$ cat src/rtl/mcap_pkg.sv
// shared types and constants for the memory card address port
// used by mcap_ctrl, mcap_datapath and memory_card_address_port
`timescale 1ns / 1ps
`default_nettype none

package mcap_pkg;

  // default number of ram address bits (16 to 24)
  localparam int RAM_ADDR_BITS_DEF = 20;

  // bus register indexes
  localparam logic [3:0] REG_ADDR_LO  = 4'd0;
  localparam logic [3:0] REG_ADDR_MID = 4'd1;
  localparam logic [3:0] REG_ADDR_HI  = 4'd2;
  localparam logic [3:0] REG_DATA     = 4'd3;
  localparam logic [3:0] REG_BANK     = 4'd15;

  // bus ops
  localparam logic OP_READ  = 1'b0;
  localparam logic OP_WRITE = 1'b1;

  // configuration register indexes
  localparam logic CFG_SIZE_LOG2   = 1'b0;
  localparam logic CFG_BANK_ENABLE = 1'b1;

  localparam logic [4:0] SIZE_LOG2_RESET   = 5'd20;
  localparam logic       BANK_ENABLE_RESET = 1'b1;

  localparam logic [7:0] BYTE_MSB_MASK = 8'h80;
  localparam logic [7:0] NIBBLE_HI     = 8'hF0;
  localparam logic [7:0] NIBBLE_LO     = 8'h0F;

  // commands from controller to datapath
  typedef struct packed {
    logic clear_en;  // write zero at the clear address and step it
    logic accept;    // an item is taken this cycle
    logic load_ram;  // load the result register from ram read data
  } cmd_t;

endpackage

`default_nettype wire

$ cat src/rtl/mcap_ctrl.sv
// controller state machine: reset clear pass, item acceptance, result valid
// depends on mcap_pkg
`timescale 1ns / 1ps
`default_nettype none

module mcap_ctrl (
  input  wire logic          clk,
  input  wire logic          rst,
  input  wire logic          in_valid,
  output logic               in_ready,
  input  wire logic          op,
  input  wire logic [3:0]    reg_sel,
  output logic               out_valid,
  input  wire logic          out_ready,
  input  wire logic          clear_last,
  output mcap_pkg::cmd_t     cmd
);

  typedef enum logic [1:0] {
    ST_CLEAR,
    ST_IDLE,
    ST_RD_WAIT
  } state_t;

  state_t state;
  logic   ram_rd;
  logic   accept;

  assign ram_rd   = (op == mcap_pkg::OP_READ) && (reg_sel == mcap_pkg::REG_DATA);
  assign in_ready = (state == ST_IDLE) && (!out_valid || out_ready);
  assign accept   = in_valid && in_ready;

  assign cmd.clear_en = (state == ST_CLEAR);
  assign cmd.accept   = accept;
  assign cmd.load_ram = (state == ST_RD_WAIT);

  always_ff @(posedge clk) begin
    if (rst) begin
      state     <= ST_CLEAR;
      out_valid <= 1'b0;
    end else begin
      case (state)
        ST_CLEAR: begin
          if (clear_last) state <= ST_IDLE;
        end
        ST_IDLE: begin
          if (accept && ram_rd) state <= ST_RD_WAIT;
        end
        ST_RD_WAIT: begin
          state <= ST_IDLE;
        end
        default: begin
          state <= ST_CLEAR;
        end
      endcase

      if ((accept && !ram_rd) || state == ST_RD_WAIT) begin
        out_valid <= 1'b1;
      end else if (out_ready) begin
        out_valid <= 1'b0;
      end
    end
  end

  // no item is taken during the clear pass
  a_no_accept_in_clear: assert property (@(posedge clk) disable iff (rst)
    (state == ST_CLEAR) |-> !in_ready)
    else $error("item accepted during ram clear");

  // ram read data always lands as a valid result
  a_rd_wait_gives_result: assert property (@(posedge clk) disable iff (rst)
    (state == ST_RD_WAIT) |=> out_valid)
    else $error("ram read result lost");

  // a register item gives its result in the next cycle
  a_reg_item_result: assert property (@(posedge clk) disable iff (rst)
    (accept && !ram_rd) |=> (out_valid && state == ST_IDLE))
    else $error("register item result missing");

  // result register never overwritten while still waiting
  a_no_overwrite: assert property (@(posedge clk) disable iff (rst)
    (state == ST_RD_WAIT) |-> ($past(out_valid) == 1'b0 || $past(out_ready) == 1'b1))
    else $error("pending result overwritten");

endmodule

`default_nettype wire

$ cat config.mk
export PLATFORM = sky130hd
export DESIGN_NAME = mcap_ctrl
export DESIGN_NICKNAME = d
export VERILOG_FILES = /design/src/rtl/mcap_pkg.sv /design/src/rtl/mcap_ctrl.sv
export SDC_FILE = /design/constraint.sdc
export NUM_CORES = 1
export LEC_CHECK = 0
export ABC_AREA = 1
export BUFFER_PORTS_ARGS = -buffer_cell sky130_fd_sc_hd__buf_2
export CORE_AREA = 2 2 39 41
export CTS_CLUSTER_SIZE = 30
export DETAILED_ROUTE_END_ITERATION = 16
export DIE_AREA = 0 0 41 43
export GPL_TIMING_DRIVEN = 0
export PLACE_DENSITY_LB_ADDON = 0.3
export SLEW_MARGIN = 15
export SYNTH_ARGS = -nofsm -noshare
export SYNTH_HDL_FRONTEND = slang
export SYNTH_SLANG_ARGS = --single-unit
$ cat constraint.sdc
create_clock -name clk -period 0.85 [get_ports clk]
set_input_delay 0.085 -clock clk [delete_from_list [all_inputs] [get_ports clk]]
set_output_delay 0.085 -clock clk [all_outputs]
set_load 0.03 [all_outputs]
# Word level (Yosys, flattened, before mapping)
# Cells that the tools add are included.
# classes
bitwise	1
muxes	5
n_lt_le_gt_ge	0
n_shift	0
n_addsub	0
n_mul	0
eq_ne	5
div_mod_pow	0
n_reduce_logical	12
# ops
operator	n
one-hot mux 2 bit (3 select lines)	1
logical AND 1 bit	5
equality test 4 x 2 -> 1 bit, second input constant	1
two-way mux 2 bit	2
equality test 2 x 1 -> 1 bit, second input constant	1
equality test 2 bit, second input constant	1
zero test 1 bit	2
zero test 2 bit	1
logical OR 1 bit	2
two-way mux 1 bit	2
!= test 2 x 1 -> 1 bit, second input constant	1
!= test 2 bit, second input constant	1
AND reduction 2 bit	1
nonzero test 2 bit	1
NOT 1 bit	1
# totals
in_bits	10
reg_bits	3
latchBits	0
rom_bits	0
word_cells	25
output_inout_bits	5
mem_bits_rw	0
memories	0

# Depth between registers and ports, before layout
# logic_depth
depth_word	7
mapped_depth	6

# Least setup slack after synthesis
# Ideal clock, no wire load.
# synth_timing
kind	reg-to-output
startpoint	reg state[0]
endpoint	out in_ready
slack_ns	-0.277
t_arrival_ns	1.042
stages_incl_launch_ff	5
required_time_ns	0.765
cell_sequence	dfxtp_1 -> inv_2 -> nor2_4 -> inv_1 -> a21oi_1
# synth_between
elab_chain_len	2
# synth_lines
item	line	rtl
start: declaration	mcap_ctrl.sv:25	state_t state;
start signal: assignment	mcap_ctrl.sv:39	state <= ST_CLEAR;
start signal: assignment	mcap_ctrl.sv:44	if (clear_last) state <= ST_IDLE;
start signal: assignment	mcap_ctrl.sv:47	if (accept && ram_rd) state <= ST_RD_WAIT;
equality test 2 x 1 -> 1 bit	mcap_ctrl.sv:30	assign in_ready = (state == ST_IDLE) && (!out_valid || out_ready);
logical AND 1 bit	mcap_ctrl.sv:30	
end: declaration	mcap_ctrl.sv:10	output logic in_ready,
# Every way passes these cells.

# Final worst setup path
# layout_timing
startpoint	reg state[1]
endpoint	out cmd[1] (netlist bit)
# layout_between
elab_chain_len	3
# layout_lines
item	line	rtl
equality test 2 x 1 -> 1 bit	mcap_ctrl.sv:30	
logical AND 1 bit	mcap_ctrl.sv:30	
logical AND 1 bit	mcap_ctrl.sv:31	assign accept = in_valid && in_ready;
end: declaration	mcap_ctrl.sv:16	output mcap_pkg::cmd_t cmd
# Every way passes these cells.

==> flow_summary.toml <==
[die]
io_pins = 15
die_w_microns = 41
die_y_microns = 43
die_area_sq_mm = 0.00176
start_util = 0.130
coreArea_sq_mm = 0.00138
rows = 14

[timing]
setup_viol = 6
fin_skew_ns = 0.00743
min_period_ns = 1.15
rsz0062_at_grt = "yes"
final_hold_viol_count = 0
fmax_ghz = 0.872
min_period_over_period = 1.35
maxSlewViolCount = 0
slew_headroom = 0.868
worstMarginPinSlew_ns = 0.197
fin_ws_ns = -0.297
holdWs_ns = 0.0410

[setup_path]
timing.rr.end = "state[0]"
crit_start = "state[1]"
arrival_ns = 1.06
crit_required_ns = 0.76
crit_path_max_fanout = 4
endpoint = "cmd[1]"
end_kind = "primary output"
r2r_slack_ns = -0.14
critPathKind = "flop to primary output"
r2r-start = "state[1]"
reg2reg_depth = 5
startpoint_type = "flop"

[power_and_ir_drop]
power.switching_w = 0.000162
p_leak_nw = 0.174
clkPwrFrac = 0.456
power_frac_comb = 0.267
power.density_mw_per_mm2 = 1460
netSwitchingFraction = 0.291
seq_power_share = 0.277
ir_drop_uv = 484
p_int_w = 0.000394

[cells_and_area]
nets = 57
diodes = 0
syn_to_final_growth_pct = 112
drive_gt1_frac = 0.696
finalNonFillerCells = 62

[drt]
post_drt_wl_per_cell_microns = 7.45
firstDrtPassIters = 2
ant_nets = 0
wirelength_microns = 462
drt-initial-drc-count = 1
vias = 233
vias_per_cell = 3.76
drc_errors = 0

[placement]
place.gp.congestion = 0.622
dp_cells = 56
port_buffers = 14
hpwlAfterDp_microns = 389

[clocking]
htreeDepth = 1
clock_sinks = 3
insertion_delay_ns = 0.24
clock_path_buffers = 2
hold_buffers = 0
cts_tree = "built"
cts_buffers = 3
cts_root_buf = "clkbuf_4"
clk_pin_slew_ns = 0.04

[outcome]
outcome = "finished with violations"
violations = "negative setup slack"

[logic_synthesis]
syn_inst = 26
seq_area_frac_synth = 0.333
synthArstFlopShare = 0
ys_ff_latch = 3
syn-num-nets = 36
netlist_area_sq_um = 180
synth.top_cells.by_count = "5 x nor2_1, 3 x a21oi_1, 3 x dfxtp_1, 3 x inv_1, 3 x nand2_1"
synth_top_area_cell = "dfxtp_1"
ys.flop_type = "dfxtp_1"
synth.avg_cell_area_sq_um = 6.93
synth_cell_types = 12
synth_edf_count = 0
ys_warn_count = 0
synth_area_leaders = "dfxtp_1 33%, nor2_1 10%, a21oi_1 8.3%, nor4_2 6.9%, inv_1 6.3%"
synth_top_area_frac = 0.333
yosysMostFrequentCell = "nor2_1"

[hold_path]
min-delay-path-class = "input port to flop"

[global_routing]
first_global_vias = 233
grt-ovfl-total = 0
antenna_found_initial = 0
grt_pass1_wl_microns = 772
gr-usage-all-layers = 0.0691
grt_max_degree = 5

[run]
drv_cap = 0
worst max-delay path, stage by stage, from the launching register on:
cell	delay, ns
dfxtp_2	0.34
nor2_4	0.13
nand3_2	0.09
inv_2	0.07
buf_6	0.08
buf_6	0.11
layout make-up:
type / instances / area, sq um
plain buffers: 1 / 11.3
clock buffers: 4 / 26.3
fillers: 157 / 1000
inverters: 5 / 18.8
multi-input cells: 17 / 123
flip-flops and latches: 3 / 66.3
well taps: 16 / 20.0
repair buffers: 16 / 116
power groups by stage:
| stage | clock network [W] | logic (W) | registers [W] |
|---|---|---|---|
| floorplan | 0 | 0.0000687 | 0.000162 |
| global placement | 0 | 0.000112 | 0.000158 |
| detailed placement | 0 | 0.000113 | 0.000158 |
| CTS | 0.000267 | 0.000148 | 0.000153 |
| global route | 0.000279 | 0.000160 | 0.000154 |
| finish | 0.000254 | 0.000148 | 0.000154 |
state kept, by name (all words and copies together), names as in the netlist:
name       count
out_valid      1
state          2
metrics by stage:
step	worst slack (ns)	util	instance area, sq um	total power [W]	TNS [ns]
6_report	-0.297	0.276	382	0.000556	-1.12
5_1_grt	-0.366	0.276	382	0.000594	-1.56
4_1_cts	-0.342	0.269	373	0.000568	-1.34
3_5_place_dp	-0.184	0.211	292	0.000271	-0.552
3_3_place_gp	-0.172	0.211	292	0.000270	-0.477
2_1_floorplan	-0.0119	-	201	0.000231	-0.0367
metal layers:
layer	GRT usage	wire (microns)	up-vias
met5	0	0	-
met4	0.0600	0	0
met3	0.0314	45	0
met2	0.109	244	11
met1	0.0605	172	100
li1	-	-	122
cell families after synthesis:
logic type	Yosys count	share of synthesized area
AND/OR/NAND/NOR	11	0.354
AO/OA/AOI/OAI	6	0.167
flip-flops	3	0.333
buffers and inverters	6	0.146
how the worst min path moves through the flow:
stage | endpoint | cells past startpoint | slack (ns) | from
after floorplan | state[0] | 1 | 0.15 | rst
final | state[0] | 2 | 0.04 | rst
after CTS | state[0] | 2 | 0.04 | rst
after global placement | state[0] | 2 | 0.28 | rst
after detailed placement | state[0] | 2 | 0.29 | rst
after global routing | state[0] | 2 | 0.04 | rst
cell usage in the layout, fill, tap and decap left out, types with 2 or more instances in the layout:
master and count:
inv_1 3, nor2_4 3, o21ai_1 2, buf_2 9, buf_4 2, dfxtp_2 2, nor2_1 3, inv_2 2
buf_6 6, a21oi_1 2, clkbuf_4 3, nand2_1 2
what timing repair did:
item | 4_1_cts | 5_1_grt
resized for setup | 13 | 3
buffers inserted | 2 | 0
setup endpoints to repair | 8 | 8
pin swaps | 2 | 2
(Power assumes the default switching activity.)
